--- config.mk ---
export PLATFORM = sky130hd
export DESIGN_NAME = ipd_cell
export DESIGN_NICKNAME = d
export VERILOG_FILES = /design/src/ipd_pkg.sv /design/src/ipd_cell.sv
export SDC_FILE = /design/constraint.sdc
export NUM_CORES = 1
export LEC_CHECK = 0
export BUFFER_PORTS_ARGS = -buffer_cell sky130_fd_sc_hd__buf_2
export CORE_MARGIN = 1
export CORE_UTILIZATION = 55
export CTS_CLUSTER_DIAMETER = 100
export DETAILED_ROUTE_END_ITERATION = 10
export GPL_TIMING_DRIVEN = 0
export PLACE_DENSITY = 0.84
export SLEW_MARGIN = 10
export SYNTH_ARGS = -nofsm -noshare
export SYNTH_HDL_FRONTEND = slang
export SYNTH_SLANG_ARGS = --single-unit
--- constraint.sdc ---
create_clock -name aclk -period 8.55 [get_ports aclk]
set_clock_uncertainty 0.1 [all_clocks]
set_input_delay 1.71 -clock aclk [delete_from_list [all_inputs] [get_ports aclk]]
set_output_delay 1.71 -clock aclk [all_outputs]
set_load 0.1 [all_outputs]
--- src/ipd_pkg.sv ---
`default_nettype none
package ipd_pkg;
    localparam int unsigned CoefWidth = 32;
    localparam int unsigned IdxWidth  = 4;
    localparam int unsigned StoreDepth = 16;

    localparam logic [1:0] STATUS_EXACT = 2'd0;
    localparam logic [1:0] STATUS_REM   = 2'd1;
    localparam logic [1:0] STATUS_BAD   = 2'd2;

    // Control from the sequencer to the cell row
    typedef struct packed {
        logic                 load;      // write one coefficient pair
        logic [IdxWidth-1:0]  load_idx;
        logic [CoefWidth-1:0] load_a;
        logic [CoefWidth-1:0] load_b;
        logic                 sub;       // subtract divisor times q at base
        logic [IdxWidth-1:0]  base;
        logic [IdxWidth-1:0]  m_deg;
        logic [CoefWidth-1:0] q;
    } ipd_ctrl_t;
endpackage
`default_nettype wire

--- src/ipd_cell.sv ---
`default_nettype none
module ipd_cell #(
    parameter int unsigned MY_IDX = 0
) (
    input  wire logic                          aclk,
    input  wire ipd_pkg::ipd_ctrl_t            ctrl,
    input  wire logic [ipd_pkg::CoefWidth-1:0] div_in,   // divisor at my_idx-base
    output logic      [ipd_pkg::CoefWidth-1:0] rem_out,
    output logic      [ipd_pkg::CoefWidth-1:0] dvs_out
);
    import ipd_pkg::*;

    logic [CoefWidth-1:0] rem_reg;
    logic [CoefWidth-1:0] dvs_reg;
    logic [CoefWidth-1:0] rem_next;
    logic [CoefWidth-1:0] prod;
    logic                 in_span;
    logic [IdxWidth:0]    top;

    // Cell is touched when base <= my index <= base + m
    always_comb begin
        top     = {1'b0, ctrl.base} + {1'b0, ctrl.m_deg};
        in_span = (IdxWidth'(MY_IDX) >= ctrl.base) &&
                  ((IdxWidth+1)'(MY_IDX) <= top);
        prod    = div_in * ctrl.q;
        rem_next = rem_reg - prod;
    end

    // Hold one working coefficient and one divisor coefficient
    always_ff @(posedge aclk) begin
        if (ctrl.load && ctrl.load_idx == IdxWidth'(MY_IDX)) begin
            rem_reg <= ctrl.load_a;
            dvs_reg <= ctrl.load_b;
        end else if (ctrl.sub && in_span) begin
            rem_reg <= rem_next;
        end
    end

    assign rem_out = rem_reg;
    assign dvs_out = dvs_reg;
endmodule
`default_nettype wire

[Word-level counts from Yosys, hierarchy flattened]
Cells that the tools add are included.
Word-level totals
  register bits: 64
  bits in latches: 0
  bits in writable memories: 0
  memory bits (read-only): 0
  input bits: 143
  output and inout bits: 64
  word-level logic and storage cells: 14
  memories kept: 0
Operators by class
  add/subtract/negate cells: 2
  $mul: 1
  div/mod/pow operators: 0
  $lt $le $gt $ge: 2
  equality and inequality tests: 0
  shift-type cells: 0
  muxes and demuxes: 2
  bitwise operators: 0
  reductions and logical operators: 5
Operator list (count)
  $mux W32: 2
  $mul A32 B32 Y32: 1
  $sub A32 B32 Y32: 1
  $add A4 B4 Y5: 1
  $le A1 B5 Y1 const A: 1
  $ge A1 B4 Y1 const A: 1
  $logic_not A4 Y1: 1
  $logic_and A1 B1 Y1: 3
  $reduce_bool A2 Y1: 1

[Depth between registers and ports, before layout]
  word-level depth: 6
  depth in mapped cells: 27
  mapped depth without buffers: 25

[Least setup slack after synthesis]
OpenSTA, ideal clock, no wires.
  path kind: input port to flip-flop
  from: in ctrl[2] (netlist name)
  to: reg rem_reg[31], in the netlist rem_out[31] (data pin)
  library setup time: 0.260 ns
  arrival time: 8.215 ns
  required time: 8.190 ns
  path slack: -0.025 ns
  stages: 24
  buffers on the path: 2
  path through: clkbuf_1 > clkbuf_1 > nand2_1 > fa_1 > inv_1 > fa_1 > fa_1 > fa_1 > inv_1 > fa_1 > fa_1 > fa_1 > inv_1 > fa_1 > inv_1 > ha_1 > a21o_1 > o21a_1 > a311oi_1 > a31oi_1 > a31oi_1 > o21ai_1 > xnor2_1 > mux2_2
Between the ends
  word-level cells in the longest chain between the ends: 4
Ends and longest elaborated chain
  from (decl): line ipd_cell.sv:6  | input wire ipd_pkg::ipd_ctrl_t ctrl,
  $mul A32 B32 Y32: line ipd_cell.sv:25  | prod = div_in * ctrl.q;
  $sub A32 B32 Y32: line ipd_cell.sv:26  | rem_next = rem_reg - prod;
  $mux W32: line ipd_cell.sv:34  | end else if (ctrl.sub && in_span) begin
  $mux W32: line ipd_cell.sv:31  | if (ctrl.load && ctrl.load_idx == IdxWidth'(MY_IDX)) begin
  to (signal assigned): line ipd_cell.sv:32  | rem_reg <= ctrl.load_a;
  to (signal assigned): line ipd_cell.sv:35  | rem_reg <= rem_next;
  to (decl): line ipd_cell.sv:13  | logic [CoefWidth-1:0] rem_reg;
Every way passes these cells. The select of a mux whose other input is x is not followed.
A chain may end at the register's enable or synchronous reset.

[Worst setup path in the final report]
  from: in div_in[5] (netlist name)
  to: reg rem_reg[28], in the netlist rem_out[28] (data pin)
Between the ends
  word-level cells in the longest chain between the ends: 4
Ends and longest elaborated chain
  from (decl): line ipd_cell.sv:7  | input wire logic [ipd_pkg::CoefWidth-1:0] div_in,
  $mul A32 B32 Y32: line ipd_cell.sv:25
  $sub A32 B32 Y32: line ipd_cell.sv:26
  $mux W32: line ipd_cell.sv:34
  $mux W32: line ipd_cell.sv:31
Every way passes these cells. The select of a mux whose other input is x is not followed.

==> results by group <==
Synth
  • Syn avg cell area: 9.31 sq um
  • FF+latch count, synth: between 60 and 70
  • Post-synth EDFFs: 64
  • Seq/Total Area, Yosys: 10.0%
  • Simple-gate share of the synthesized area: 14.6%
  • YS warnings: 0
  • Count of cell types in the netlist: 42
  • Post-synthesis compound-gate area fraction: 2.69%
  • Post-Synth Adder-Cell Area: 55.8%
  • Mapped Nets: 2,789
  • Async set-reset flop share out of synthesis: 0%
  • Largest family of logic cells by synthesized area: adder cells
  • Post-synthesis cell area: 19,200 sq um
  • Post-synthesis mux area share: less than 1%
  • Post-Synthesis Cells: 2,057
  • Synth Area in XOR/XNOR: 3.98%
  • Primary FF master, synth: edfxtp_1

Floorplanning
  • Vert. Die Dim: 189 um
  • Rows: 67
  • Total die area: approximately 36,000 sq um
  • Initial Utilization: roughly 57%
  • Die W: 189 um
  • Ports: 207
  • Core ar.: 33,900 sq um

Drt
  • Vias: 14,800
  • Wire per inst: 21.6 um
  • Drt first pass iters: 7
  • DRC viols: 0
  • DRT iter0 DRCs: 935
  • Routed vias/inst: 5.44
  • Final WL: around 59,000 um
  • Remaining antenna violation count after routing: 0

Worst setup path
  • Crit path arrival time: 8460 ps
  • Worst-path maximum fanout: 10
  • RR Endpoint: rem_out[31]
  • Reg2Reg Setup Slack: 1370 ps
  • CP Capture Type: flip-flop
  • Crit-path leading delay family: adder cells
  • CP max-delay cell: fa_1
  • Worst r2r path cells: 21
  • Crit Path Class: input port to flip-flop
  • WP data required: 8510 ps
  • Worst path max stage delay: 550 ps
  • Number of buffers and inverters on the critical path: 10
  • Crit start category: input port
  • R2R Path Start: rem_out[24]

GRT
  • First-pass GRT wire length: 91,400 um
  • Largest net degree at the start of global routing: 39
  • Vias in the first global route: 16,400
  • Total congestion overflow: 0
  • Initial antenna violation count: 5
  • All-Layer GR Usage: 34.7%

Final layout
  • Design area: 21,900 sq um
  • Area grow syn2layout: 14.1%
  • Fin util: approximately 65%
  • Fin nets: between 2,000 and 3,000
  • Layout cell share with drive strength beyond 1: between 10% and 20%

Clocking
  • Clock Root Buffer: clkbuf_16
  • # H-tree levels: 3
  • Number of hold buffers added after cts: 0
  • Clock transition at path regs: approximately 60 ps
  • Max Root-Sink Buffers: 2
  • Clk sinks: 64
  • CTS tree: built
  • Num CTS Buffers: 9
  • Clk Latency, worst-skew pair: ~350 ps

Timing
  • Final setup viols: 0
  • Slew headroom: 33.6%
  • Worst-margin pin slew: roughly 1000 ps
  • Final worst path period share: 99.4%
  • Max Slew Vio Count: 0
  • Final hold vios: 0
  • Min Tclk post-route: ~8500 ps
  • Fmax: 118 MHz
  • Unrepaired setup endpoints after global routing: yes
  • Final worst slack: 50.2 ps

Flow run
  • Max Cap Violations: 0

Place
  • PortBufs: 190
  • Area post-placement: 20,700 sq um
  • GP Congestion: 0.987
  • Post-detail-place hpwl: 49,200 um
  • Worst slack at placement: -1760 ps

Min path
  • Min-delay worst type: flip-flop to flip-flop
  • Worst Hold Depth: 3
  • HP Start: rem_out[0]
  • Min-Delay Endpoint: rem_out[0]

Run status
  • Outcome: finished clean
==> cells by family after synthesis <==
logic type	Yosys count
mux	8
fa+ha+maj	589
buf+inv	626
flops	64
compound gates	84
simple gates	599
xor+xnor	87
==> metrics by stage <==
step	cells	hold slack (ps)	setup TNS, ps
6_report	2724	802	0
3_5_place_dp	2696	792	-14360
5_1_grt	2720	864	-119
3_3_place_gp	2695	773	-12240
2_1_floorplan	2057	1250	0
4_1_cts	2709	802	0
==> synthesized netlist by cell type, types with 5 or more instances <==
library cell  instances  area share, %
inv_1               530             10
fa_1                443             46
nand2_1             368            7.2
and2_1              196            6.4
ha_1                146            9.5
clkbuf_1             84            1.6
edfxtp_1             64             10
xnor2_1              64            2.9
o21ai_0              31           0.81
xor2_1               23            1.1
a21oi_1              17           0.44
a21o_1               10           0.39
buf_2                10           0.26
nor2_1               10           0.20
nor2b_1               8           0.26
mux2_2                7           0.41
a31oi_1               5           0.16
==> area by class of cell <==
class,count,area (sq um)
repair buffers,206,1120
well taps,448,561
multi-input cells,1367,15100
diodes,4,10.0
fillers,2761,12000
inverters,530,1990
flip-flops and latches,64,1920
plain buffers,89,831
clock inverters,6,67.6
clock buffers,10,229
==> worst max path at each step <==
stage,startpoint,end,slack (ps),cells past startpoint
6_report,div_in[5],rem_out[28],50,28
5_1_grt,ctrl[2],rem_out[28],-80,27
4_1_cts,ctrl[5],rem_out[31],0.3,24
3_5_place_dp,ctrl[12],rem_out[31],-1760,25
3_3_place_gp,div_in[12],rem_out[31],-1650,25
2_1_floorplan,ctrl[3],rem_out[31],10,24
==> flip-flops by register name, summed over array words and instances, names as in the netlist <==
| name | count |
|---|---|
| dvs_out | 32 |
| rem_out | 32 |
==> tightest hold or removal path: cells and delay by family, from the launching register on <==
kind                     cells  cell delay (ps)
buffers and inverters        1               70
adder cells (fa/ha/maj)      1              190
AO/OA/AOI/OAI                1              100
flip-flops                   1              380
==> placed cells by master, fill, tap and decap left out, drive strengths merged, types with 2 or more instances in the layout <==
cell     count
nand2      368
edfxtp      64
and3         2
a21o        10
nor3b        2
a211oi       2
nor3         2
xor2        23
a21oi       18
and2       196
a31oi        5
fa         443
nand2b       4
o21ai       33
buf        246
nor2        10
o211ai       2
o2111ai      2
mux2         7
ha         146
clkinv       3
o21a         4
diode        4
xnor2       64
nor4         2
or3          2
nor2b        8
clkbuf      59
inv        531
o21bai       3
==> layer usage <==
layer	wire length (um)	part of all wire (%)	GRT usage [%]	up-vias
li1	-	-	-	6341
met1	22100	38	43.4	7515
met2	28600	49	58.6	793
met3	5050	8.6	6.71	171
met4	3090	5.2	15.5	4
met5	25	0.042	0	-
==> timing repair <==
item,CTS,global route
pin swaps,11,26
gates resized for setup,167,104
endpoints found under the setup margin,14,8
buffers inserted,4,11
Power is not shown: default switching activity piles up to over one toggle a cycle in this logic, so the estimate is an artifact.
