[src/ipd_pkg.sv]
`default_nettype none
package ipd_pkg;
    localparam int unsigned CoefWidth = 32;
    localparam int unsigned IdxWidth  = 4;
    localparam int unsigned StoreDepth = 16;

    localparam logic [1:0] STATUS_EXACT = 2'd0;
    localparam logic [1:0] STATUS_REM   = 2'd1;
    localparam logic [1:0] STATUS_BAD   = 2'd2;

    // Control from the sequencer to the cell row
    typedef struct packed {
        logic                 load;      // write one coefficient pair
        logic [IdxWidth-1:0]  load_idx;
        logic [CoefWidth-1:0] load_a;
        logic [CoefWidth-1:0] load_b;
        logic                 sub;       // subtract divisor times q at base
        logic [IdxWidth-1:0]  base;
        logic [IdxWidth-1:0]  m_deg;
        logic [CoefWidth-1:0] q;
    } ipd_ctrl_t;
endpackage
`default_nettype wire

[src/ipd_divider.sv]
`default_nettype none
module ipd_divider (
    input  wire logic                          aclk,
    input  wire logic                          aresetn,
    input  wire logic                          start,
    input  wire logic [ipd_pkg::CoefWidth-1:0] num,
    input  wire logic [ipd_pkg::CoefWidth-1:0] den,
    output logic                               done,
    output logic      [ipd_pkg::CoefWidth-1:0] quo
);
    import ipd_pkg::*;

    logic [CoefWidth-1:0] n_abs_reg, n_abs_next;
    logic [CoefWidth-1:0] d_abs_reg;
    logic [CoefWidth:0]   r_reg, r_next;
    logic [CoefWidth-1:0] q_reg, q_next;
    logic                 neg_reg;
    logic [5:0]           cnt_reg;
    logic                 busy_reg;
    logic [CoefWidth:0]   trial;

    // Restoring division, one quotient bit per cycle
    always_comb begin
        r_next     = {r_reg[CoefWidth-1:0], n_abs_reg[CoefWidth-1]};
        n_abs_next = {n_abs_reg[CoefWidth-2:0], 1'b0};
        trial      = r_next - {1'b0, d_abs_reg};
        q_next     = {q_reg[CoefWidth-2:0], ~trial[CoefWidth]};
        if (!trial[CoefWidth]) r_next = trial;
    end

    always_ff @(posedge aclk) begin
        if (!aresetn) begin
            busy_reg <= 1'b0;
            done     <= 1'b0;
            cnt_reg  <= '0;
        end else begin
            done <= 1'b0;
            if (start) begin
                busy_reg  <= 1'b1;
                cnt_reg   <= 6'(CoefWidth);
                n_abs_reg <= num[CoefWidth-1] ? -num : num;
                d_abs_reg <= den[CoefWidth-1] ? -den : den;
                neg_reg   <= num[CoefWidth-1] ^ den[CoefWidth-1];
                r_reg     <= '0;
                q_reg     <= '0;
            end else if (busy_reg) begin
                r_reg     <= r_next;
                n_abs_reg <= n_abs_next;
                q_reg     <= q_next;
                cnt_reg   <= cnt_reg - 6'd1;
                if (cnt_reg == 6'd1) begin
                    busy_reg <= 1'b0;
                    done     <= 1'b1;
                end
            end
        end
    end

    assign quo = neg_reg ? -q_reg : q_reg;
endmodule
`default_nettype wire

[config.mk]
export PLATFORM = sky130hd
export DESIGN_NAME = ipd_divider
export DESIGN_NICKNAME = d
export VERILOG_FILES = /design/src/ipd_pkg.sv /design/src/ipd_divider.sv
export SDC_FILE = /design/constraint.sdc
export NUM_CORES = 1
export LEC_CHECK = 0
export ABC_AREA = 0
export BUFFER_PORTS_ARGS = -buffer_cell sky130_fd_sc_hd__clkbuf_2
export CORE_UTILIZATION = 50
export DETAILED_ROUTE_END_ITERATION = 8
export GPL_ROUTABILITY_DRIVEN = 0
export PLACE_DENSITY = 0.73
export SLEW_MARGIN = 40
export SYNTH_ARGS = -nofsm -noshare
export SYNTH_HDL_FRONTEND = slang
export SYNTH_SLANG_ARGS = --single-unit
[constraint.sdc]
create_clock -name aclk -period 3.5 [get_ports aclk]
set_clock_uncertainty 0.05 [all_clocks]
set_input_delay 0.7 -clock aclk [delete_from_list [all_inputs] [get_ports aclk]]
set_output_delay 0.7 -clock aclk [all_outputs]
set_load 0.05 [all_outputs]
==> Yosys cells after proc, flatten, opt, wreduce, memory -nomap -nowiden <==
Index checks and enable logic that the tools add are counted.
{ "word_totals": {"register_bits": 137, "latch_bits": 0, "ramBits": 0, "romBits": 0, "inputBits": 67, "out_inout_bits": 33, "memories": 0} }
{ "classes": {"n_addsub": 5, "multipliers": 0, "div": 0, "magnitude_cmp": 0, "eq_ne": 1, "shifts": 0, "muxes": 14, "bitwise_logic": 4, "reduce_logical": 5} }
{ "op_table": {"columns": ["op", "count"], "rows": [
  ["2-to-1 mux 32 bit", 7],
  ["negator 32 bit", 3],
  ["subtractor 33 x 32 -> 33 bit", 1],
  ["2-to-1 mux 31 bit", 1],
  ["2-to-1 mux 6 bit", 2],
  ["equality test 6 x 1 -> 1 bit, second input constant", 1],
  ["subtractor 6 x 1 -> 6 bit, second input constant", 1],
  ["2-to-1 mux 1 bit", 4],
  ["AND reduction 2 bit", 2],
  ["NOT 1 bit", 3],
  ["OR reduction 3 bit", 1],
  ["nonzero test 2 bit", 1],
  ["OR reduction 2 bit", 1],
  ["bitwise XOR 1 bit", 1]
]} }

==> Depth between registers and ports, before layout <==
Gate-level depths: netlist (run 1).
{ "depth": {"depth_word": 4, "ltp_mapped": 14, "mapped_depth_nobuf": 12} }

==> Least setup slack after synthesis (run 1) <==
Ideal clock, no wire load.
{ "synth_timing": {"kind": "input to register", "startpoint": "in start", "endpoint": "reg n_abs_reg[0] (enable)", "setup_time_ps": 463, "arrival_time_ps": 3205, "slack_ps": -218, "cell_stages": 2, "n_path_buf": 1, "cell_sequence": "clkbuf_1 -> o21a_1"} }
{ "synth_via": {"elab_chain_cells": 2} }
{ "synth_lines": {"columns": ["element", "line", "rtl"], "rows": [
  ["start, declared", "ipd_divider.sv:5", "input wire logic start,"],
  ["nonzero test 2 bit (no source line)", null, null],
  ["AND reduction 2 bit (no source line)", null, null],
  ["end signal, assigned", "ipd_divider.sv:41", "n_abs_reg <= num[CoefWidth-1] ? -num : num;"],
  ["end signal, assigned", "ipd_divider.sv:48", "n_abs_reg <= n_abs_next;"],
  ["end, declared", "ipd_divider.sv:13", "logic [CoefWidth-1:0] n_abs_reg, n_abs_next;"]
]} }
Every way passes these cells.
A chain may end at the register's enable or synchronous reset.

==> Worst setup path in the final report (run 1) <==
{ "layout_timing": {"startpoint": "reg q_reg[12]", "endpoint": "out quo[29] (netlist name)"} }
{ "layout_via": {"elab_chain_cells": 2} }
{ "layout_lines": {"columns": ["element", "line", "rtl"], "rows": [
  ["start, declared", "ipd_divider.sv:16", "logic [CoefWidth-1:0] q_reg, q_next;"],
  ["start signal, assigned", "ipd_divider.sv:49", "q_reg <= q_next;"],
  ["negator 32 bit", "ipd_divider.sv:59", "assign quo = neg_reg ? -q_reg : q_reg;"],
  ["2-to-1 mux 32 bit", "ipd_divider.sv:59", null],
  ["end, declared", "ipd_divider.sv:9", "output logic [ipd_pkg::CoefWidth-1:0] quo"]
]} }
Every way passes these cells.

==> results of run 1 <==
-- how the worst min path moves through the flow --
stage               slack, ps  cells after the start           end        from
floorplan                 410                      2    cnt_reg[0]  cnt_reg[0]
global placement          430                      2    cnt_reg[0]  cnt_reg[0]
detailed placement        430                      2    cnt_reg[0]  cnt_reg[0]
CTS                       430                      1  d_abs_reg[0]      den[0]
global route              440                      1  d_abs_reg[0]      den[0]
finish                    440                      2    cnt_reg[0]  cnt_reg[0]
-- per-layer routing --
layer  track usage [%]  up-vias  part of all wire (%)
met5                 0        -                     0
met4             6.180        0                  0.95
met3             3.741       13                   2.4
met2             34.10      111                    49
met1             28.75     3241                    48
li1                  -     3444                     -
-- kinds of logic (layout without fill, tap and decap cells) --
| kind of cell | Yosys count | after routing | share of synthesized area [%] |
|---|---|---|---|
| and+or+nand+nor | 283 | 283 | 15.90 |
| DFF | 137 | 137 | 45.33 |
| buffers and inverters | 77 | 211 | 3.332 |
| xor gates and xnor gates | 121 | 121 | 11.91 |
| adders and majority gates | 38 | 38 | 5.427 |
| AOI/OAI and AO/OA | 191 | 191 | 14.07 |
| muxes | 35 | 35 | 4.035 |
-- stage by stage --
stage / utilization [%] / cells / total power, mW / setup WS, ps
finish: 62.36 / 1241 / 5.372 / -81.11
global route: 62.36 / 1241 / 5.649 / -194.0
CTS: 61.28 / 1236 / 5.357 / -45.77
detailed placement: 56.30 / 1197 / 3.530 / 36.28
global placement: 56.21 / 1196 / 3.499 / 90.31
floorplan: - / 882 / 3.170 / 217.3
-- placed cells by master, fill, tap and decap left out, types with 5 or more instances in the layout --
master / instances
sky130_fd_sc_hd__mux2i_1: 28
sky130_fd_sc_hd__xnor2_1: 71
sky130_fd_sc_hd__o31ai_1: 27
sky130_fd_sc_hd__nand2_1: 71
sky130_fd_sc_hd__inv_1: 47
sky130_fd_sc_hd__clkbuf_8: 6
sky130_fd_sc_hd__o41ai_1: 6
sky130_fd_sc_hd__a21o_1: 11
sky130_fd_sc_hd__nor3_1: 10
sky130_fd_sc_hd__nor2b_1: 35
sky130_fd_sc_hd__and3_1: 6
sky130_fd_sc_hd__o31ai_4: 5
sky130_fd_sc_hd__buf_4: 32
sky130_fd_sc_hd__clkbuf_2: 82
sky130_fd_sc_hd__dfxtp_1: 8
sky130_fd_sc_hd__edfxtp_1: 129
sky130_fd_sc_hd__nor2_1: 77
sky130_fd_sc_hd__or3_1: 10
sky130_fd_sc_hd__inv_6: 6
sky130_fd_sc_hd__and2_1: 6
sky130_fd_sc_hd__or4_1: 5
sky130_fd_sc_hd__nand2b_1: 16
sky130_fd_sc_hd__a21oi_1: 52
sky130_fd_sc_hd__nand3_1: 8
sky130_fd_sc_hd__o21ai_0: 37
sky130_fd_sc_hd__clkbuf_16: 18
sky130_fd_sc_hd__or4_4: 6
sky130_fd_sc_hd__mux2_2: 7
sky130_fd_sc_hd__a211oi_1: 10
sky130_fd_sc_hd__xor2_1: 45
sky130_fd_sc_hd__ha_1: 37
-- repair_timing --
item                       CTS  global route
gates cloned                 0             1
setup buffers                7             4
setup endpoints to repair   16            47
gates resized for setup     49            39
pin swaps                    6             5
-- cell type report --
type	count	area (µm²)	share of cell area, %
clock buffers	17	425.4	3.931
clock inverters	15	155.1	1.434
inverters	48	180.2	1.665
multi-input cells	668	4853	44.84
flip-flops and latches	137	4034	37.27
well taps	225	281.5	2.601
repair buffers	131	893.4	8.254
-- worst reg2reg max path: stages, from the launching register on --
cell	delay, ps
sky130_fd_sc_hd__edfxtp_1	390
sky130_fd_sc_hd__ha_1	220
sky130_fd_sc_hd__fa_1	390
sky130_fd_sc_hd__nand2b_1	190
sky130_fd_sc_hd__a21oi_2	170
sky130_fd_sc_hd__o211ai_1	150
sky130_fd_sc_hd__a21oi_1	210
sky130_fd_sc_hd__o31ai_1	140
sky130_fd_sc_hd__o21ai_2	260
sky130_fd_sc_hd__xor2_4	260
sky130_fd_sc_hd__buf_12	210
sky130_fd_sc_hd__nand2b_1	190
sky130_fd_sc_hd__a21oi_1	90
-- power groups by stage --
stage	clock, mW	combinational [mW]	sequential (mW)
after CTS	1.80	1.49	2.06
after global routing	1.87	1.70	2.08
after global placement	0	1.41	2.09
final	1.77	1.54	2.07
after detailed placement	0	1.44	2.09
after floorplan	0	1.11	2.06
==> results, run 1 <==
- The die covers 18340 µm².
- TritonCTS built the clock tree.
- From synthesis to final layout, the design area changed by 21.61%.
- The number of slew-limit violations in the final report came to 0.
- The worst register-to-register path ends at r_reg[3].
- The count of input and output buffers is 99.
- The setup check on the worst reg-to-reg path leaves a slack of 300 ps.
- Broken down by cell family, the worst path's largest delay share belongs to simple AND/OR/NAND/NOR gates.
- Yosys mapped a number of flops with a built-in enable equal to 129.
- The area of the core is 17360 µm².
- Summed over all instances, the cell type with the most area after synthesis is sky130_fd_sc_hd__edfxtp_1.
- The worst setup path is launched from a flop.
- The path category of the worst min-delay check is reg -> reg.
- Synthesis produced 882 cells.
- The die is 135.4 µm tall.
- The async set-reset flop share out of synthesis is 0%.
- The depth of the CTS H-tree is 4.
- The tree is rooted in a sky130_fd_sc_hd__clkbuf_16.
- The arrival time at the worst endpoint is 2830 ps.
- The critical path crosses 7 cells after its start point.
- Of the total power, registers draw 38.5%.
- The cell seen most often among critical-path stages is sky130_fd_sc_hd__or4_4.
- In this run the critical register-to-register path is launched from d_abs_reg[0].
- Measured against its own limit, the worst slew margin works out to 38.77%.
- The largest buffer count on any clock path is 2.
- The maximum fanout encountered on the critical timing path is 5.
- Across all setup checks in the final design, the least slack found is -81.11 ps.
- The clock power share is 32.9%.
- The initial cell density of the core is 51.28%.
- The number of distinct library cell variants in the gate-level netlist after synthesis is 59.
- The fraction of final layout cells with drive strength greater than 1 is 21.75%.
- The most critical setup path has its startpoint at q_reg[12].
- Together, buffers and inverters on the worst path number 2.
- The insertion delay to the later sink of the worst-skew pair is 420 ps.
- Setup violations remaining at the end of the flow were counted as 3.
- Global routing used 21.04% of the available tracks across all layers.
- The final net count is 1108.
- The post-synth design cell area is 8900 µm².
- The first global-routing pass estimated 30480 µm of wire.
- After legalization and detailed placement, the total HPWL measured 12990 µm.
- The mean number of vias per cell is 5.487.
- The number of antenna violations at the first check in global routing is 0.
- After clock tree synthesis, the clock-pin slew on the worst setup and hold paths is 70 ps.
- The signal on the critical path passes through or4_4 > or4_4 > inv_2 > nand2_4 > o41ai_4 > xnor2_2 > buf_8.
- The portion of synthesized cell area occupied by the leading cell type is 43.53%.
- The filler cells instantiated in the layout total 1393.
- Max-cap violations in this run came to 0.
- Ranked by instance count, the synthesized netlist is headed by sky130_fd_sc_hd__edfxtp_1 (129), sky130_fd_sc_hd__nor2_1 (78), sky130_fd_sc_hd__xnor2_1 (75), sky130_fd_sc_hd__nand2_1 (74), sky130_fd_sc_hd__a21oi_1 (53).
- The power dissipated by switching net loads is 1.746 mW.
- The first detailed-routing pass took 4 iterations.
- The setup path with the least slack is of type reg -> out.
- Dividing total power by cell area gives a power density of 496.3 nW/µm².
- The total global routing overflow is 0.
- After synthesis, the cell types taking the most area are sky130_fd_sc_hd__edfxtp_1 (44%), sky130_fd_sc_hd__xnor2_1 (7.4%), sky130_fd_sc_hd__ha_1 (5.2%).
- The total clock buffers created by CTS is 17.
- The sink count of the clock tree is 137.
- The data required time at the worst endpoint is 2750 ps.
- The sequential area share after synthesis is 45.33%.
- The predominant post-synthesis flop cell is sky130_fd_sc_hd__edfxtp_1.
- Counting cells, the worst reg-to-reg path comes to 12.
- The synthesis warning total is 0.
- The peak per-stage delay on the critical path is 570 ps.
- Hold repair after CTS inserted 0 buffers.
- Net switching is 32.50% of the power.
- For the pin with the worst max-slew slack, the measured transition is 918.5 ps.
- The number of DRC markers in iteration 0 is 414.
- The final total negative setup slack is -160.1 ps.
- The library cell with the highest instance count after synthesis is sky130_fd_sc_hd__edfxtp_1.
- In this run the static leakage power is 4.320 nW.
- The horizontal die dimension is 135.4 µm.
- After routing the design area is 10820 µm².
- The destination of the critical timing path is quo[29].
- The via count of the first global-routing pass is 6442.
- Of the total power, combinational logic draws 28.7%.
- The slowest stage of the critical path belongs to the cell sky130_fd_sc_hd__or4_4.
- The critical path endpoint category is an output pin.
- The antenna diode count is 0.
- In this run the core area contains 48 standard-cell rows.
- The number of hold-slack violations in the final timing report is 0.
- The cell area after placement is 9772 µm².
- After detailed routing, the total wire length is 18800 µm.
- The largest net degree at the start of global routing is 66.
- Setup repair after global routing could not meet its margin everywhere.
- The minimum clock period is 3581 ps.
- The register bit total from synthesis is 137.
- In this run the count of I/O pins placed on the die edge is 100.
- The residual DRC count is 0.
- The maximum resistive drop on vdd is 0.3879 mV.
- The hold slack is 439.5 ps.
- The internal power consumption is 3.626 mW.
- The routed layout has 6809 vias.
- Derived from the worst setup path, the maximum achievable clock frequency is 279.2 MHz.
- The count of antenna-violating nets left after detailed routing is 0.
- The final reports fail on negative setup slack.
- After layout, the worst path uses 102.3% of the clock period.
- The number of nets produced by synthesis is 987.
- The flow ran to the end, but the final reports show violations.
- After detailed routing, the average wire length per cell comes to 15.15 µm.
- Dividing the synthesized area by the synthesized cell count gives 10.09 µm².
(Power assumes the default switching activity.)
==> run 2: changes to the inputs <==
CELL_PAD_IN_SITES_DETAIL_PLACEMENT = 1   (was unset)
CELL_PAD_IN_SITES_GLOBAL_PLACEMENT = 1   (was unset)
CORE_UTILIZATION = 42   (was 50)
PLACE_DENSITY = unset   (was 0.73)
PLACE_DENSITY_LB_ADDON = 0.1   (was unset)
==> run 2 against run 1 <==
Compared with the run above: the run still ends with negative setup slack left; critical path type unchanged; largest cell class unchanged; critical endpoint is now quo[18]; flip-flop and latch count unchanged; final cell count grew 4.4%; routed wire length increased by 19%; critical path depth rose by 2; sequential power barely moved; count of clock-buffer cells in the layout unchanged; sequential share of layout area shrank 0.48 points.
==> results, run 2 (same netlist as run 1, synthesis figures left out) <==
- The count of maximum capacitance violations was 0 (unchanged).
- The count of antenna-violating nets left after detailed routing was 0 (unchanged).
- The number of antenna violations at the first check in global routing is 0 (unchanged).
- The hold slack is 443.6 ps (was 439.5 ps).
- The depth of the CTS H-tree was 4 (unchanged).
- The number of ports placed on the die boundary was 100 (unchanged).
- The switching share of power was 30.84% (was 32.50%).
- The number of cells after detailed placement is 1252 (was 1197).
- The area overhead of the layout relative to synthesis is 23.20% (was 21.61%).
- The classification of the worst setup path is reg -> out (unchanged).
- The antenna diode count is 0 (unchanged).
- The relative slew slack is 45.76% (was 38.77%).
- The number of cell instances on the worst register-to-register path is 14 (was 12).
- The internal power consumption is 3.877 mW (was 3.626 mW).
- The mean number of vias per cell is 5.327 (was 5.487).
- The routed length per instance is 17.23 µm (was 15.15 µm).
- The data required time at the worst endpoint is 2750 ps (about the same).
- The total global routing overflow came to 0 (unchanged).
- The minimum clock period came to 3517 ps (was 3581 ps).
- Violations in the final reports: negative setup slack (unchanged).
- The cell area after placement is 9896 µm² (was 9772 µm²).
- The largest net degree at the start of global routing is 60 (was 66).
- Outcome: finished, violations left (unchanged).
- The worst hold path cell count came to 2 (unchanged).
- The transition time of the tightest slew-check pin is 813.6 ps (was 918.5 ps).
- The post-route total power is 5.605 mW (was 5.372 mW).
- The met1 track demand over resource came to 28.52% (was 28.75%).
- The number of DRC markers in iteration 0 is 297 (was 414).
- The final wirelength came to 22320 µm (was 18800 µm).
- The number of hold-slack violations in the final timing report came to 0 (unchanged).
- The area of the core is 20490 µm² (was 17360 µm²).
- The clock transition at the registers of the reported paths is 60 ps (was 70 ps).
- Commonest non-fill, non-tap cells in the layout: sky130_fd_sc_hd__edfxtp_1 (129), sky130_fd_sc_hd__clkbuf_2 (84), sky130_fd_sc_hd__nor2_1 (77), sky130_fd_sc_hd__xnor2_1 (72), sky130_fd_sc_hd__nand2_1 (70) (was sky130_fd_sc_hd__edfxtp_1 (129), sky130_fd_sc_hd__clkbuf_2 (82), sky130_fd_sc_hd__nor2_1 (77), sky130_fd_sc_hd__nand2_1 (71), sky130_fd_sc_hd__xnor2_1 (71)).
- The path category of the worst min-delay check is reg -> reg (unchanged).
- The via count of the first global-routing pass was 7347 (was 6442).
- The critical path endpoint category is an output pin (unchanged).
- The busiest metal layer after global routing is met2 (unchanged).
- The power dissipated by switching net loads is 1.728 mW (was 1.746 mW).
- The number of standard-cell rows in the floorplan was 52 (was 48).
- The half-perimeter wire length of the detailed placement result is 15570 µm (was 12990 µm).
- The maximum resistive drop on vdd is 0.2932 mV (was 0.3879 mV).
- The insertion delay to the later sink of the worst-skew pair is 420 ps (about the same).
- The global routing usage summed across all routing layers is 21.38% (was 21.04%).
- The number of slew-limit violations in the final report is 0 (unchanged).
- The leading cell type in the layout, fill and taps excluded is sky130_fd_sc_hd__edfxtp_1 (unchanged).
- The horizontal die dimension is 147.6 µm (was 135.4 µm).
- The first-pass detailed-route iteration total came to 4 (unchanged).
- The full die area is 21780 µm² (was 18340 µm²).
- The clock power share was 34.9% (was 32.9%).
- The final net count was 1118 (was 1108).
- The highest-delay cell along the critical path is sky130_fd_sc_hd__or4_4 (unchanged).
- The final total negative setup slack is -17.01 ps (was -160.1 ps).
- The total power density per cell area is 511.2 nW/µm² (was 496.3 nW/µm²).
- The startpoint class of the critical path is a flop (unchanged).
- The arrival time at the worst endpoint is 2770 ps (was 2830 ps).
- The count of vias placed by the detailed router is 6898 (was 6809).
- The largest buffer count on any clock path is 2 (unchanged).
- The part of the total power dissipated in combinational logic is 28.2% (was 28.7%).
- Cell breakdown of the critical path: inv_2 > ha_4 > nand2_4 > or3_4 > nand2b_4 > or4_4 > o41ai_4 > xnor2_1 > clkbuf_8 (was or4_4 > or4_4 > inv_2 > nand2_4 > o41ai_4 > xnor2_2 > buf_8).
- The initial cell density of the core came to 43.42% (was 51.28%).
- The count of hold buffers inserted by post-cts repair was 0 (unchanged).
- The setup slack after layout is -17.01 ps (was -81.11 ps).
- The met3 usage in global routing is 4.290% (was 3.741%).
- The maximum fanout encountered on the critical timing path is 3 (was 5).
- The residual DRC count is 0 (unchanged).
- The highest achievable clock rate is 284.3 MHz (was 279.2 MHz).
- Setup repair after global routing missed its margin: true (unchanged).
- The count of input and output buffers is 99 (unchanged).
- The cell leakage power is 4.376 nW (was 4.320 nW).
- The fraction of final layout cells with drive strength greater than 1 is 22.24% (was 21.75%).
- The global-route wire length before repair is 36950 µm (was 30480 µm).
- The die outline height was 147.6 µm (was 135.4 µm).
- The clock tree root driver cell is sky130_fd_sc_hd__clkbuf_16 (unchanged).
- The sink count of the clock tree is 137 (unchanged).
- The peak per-stage delay on the critical path is 480 ps (was 570 ps).
- The final design area excluding fillers is 10960 µm² (was 10820 µm²).
- The final standard cell count with taps included and fillers excluded is 1295 (was 1241).
- The total clock buffers created by CTS is 17 (unchanged).
- The TritonCTS clock tree was done (unchanged).
- The number of failing setup endpoints in the final timing report is 1 (was 3).
- The portion of total power attributed to sequential cells is 36.9% (was 38.5%).
- The global routing usage on met2 was 35.92% (was 34.10%).
- The period utilization is 100.5% (was 102.3%).
[run 2: cell count changes in the layout (fill, tap and decap cells not counted), sizes merged]
| cell | previous run | this run |
|---|---|---|
| bufinv | 1 | 5 |
| inv | 57 | 49 |
| buf | 41 | 51 |
| clkinv | 1 | 6 |
| clkinvlp | 4 | 2 |
[run 2: layout make-up]
cell class	count	area [µm²]
Inverter	48	180.2
Tap cell	270	337.8
Clock buffer	17	425.4
Fill cell	2298	9530
Clock inverter	14	203.9
Multi-Input combinational cell	668	4853
Timing Repair Buffer	141	929.6
Sequential cell	137	4034
[run 2: through the flow]
stage               utilization [%]  worst slack (ps)
floorplan                         -             217.3
detailed placement            48.28             5.242
global route                  53.50            -140.2
finish                        53.50            -17.01
global placement              48.28             38.22
CTS                           52.97            -36.86
[run 2: path summary, 6_finish.rpt]
path | from | to | slack (ps)
worst max-delay path | q_reg[0] | quo[18] | -20
worst min-delay path | cnt_reg[0] | cnt_reg[0] | 440
worst max register to register | n_abs_reg[31] | r_reg[21] | 210
worst min register to register | cnt_reg[0] | cnt_reg[0] | 440
[run 2: critical path, delay by kind of cell, from the launching register on]
family | cells | cell delay, ps
buffers and inverters | 2 | 320
AO/OA/AOI/OAI | 1 | 230
flip-flops | 1 | 420
adder cells (fa/ha/maj) | 1 | 140
XOR/XNOR | 1 | 170
AND/OR/NAND/NOR | 4 | 1060
[run 2: layer usage]
| layer | vias up | part of all wire (%) | routed length [µm] |
|---|---|---|---|
| met5 | - | 0 | 0 |
| met4 | 0 | 0.51 | 114 |
| met3 | 8 | 3.0 | 677 |
| met2 | 104 | 48 | 10760 |
| met1 | 3339 | 48 | 10770 |
| li1 | 3447 | - | - |
[run 2: power by group through the flow]
stage | sequential (mW) | combinational (mW) | clock (mW)
after global routing | 2.08 | 1.74 | 2.06
after global placement | 2.09 | 1.48 | 0
final | 2.07 | 1.58 | 1.96
after CTS | 2.06 | 1.57 | 1.99
after detailed placement | 2.09 | 1.51 | 0
after floorplan | 2.06 | 1.11 | 0
[run 2: timing repair]
item	CTS	global route
pin swaps	14	7
setup buffers	8	4
resized for setup	58	27
endpoints found under the setup margin	15	42
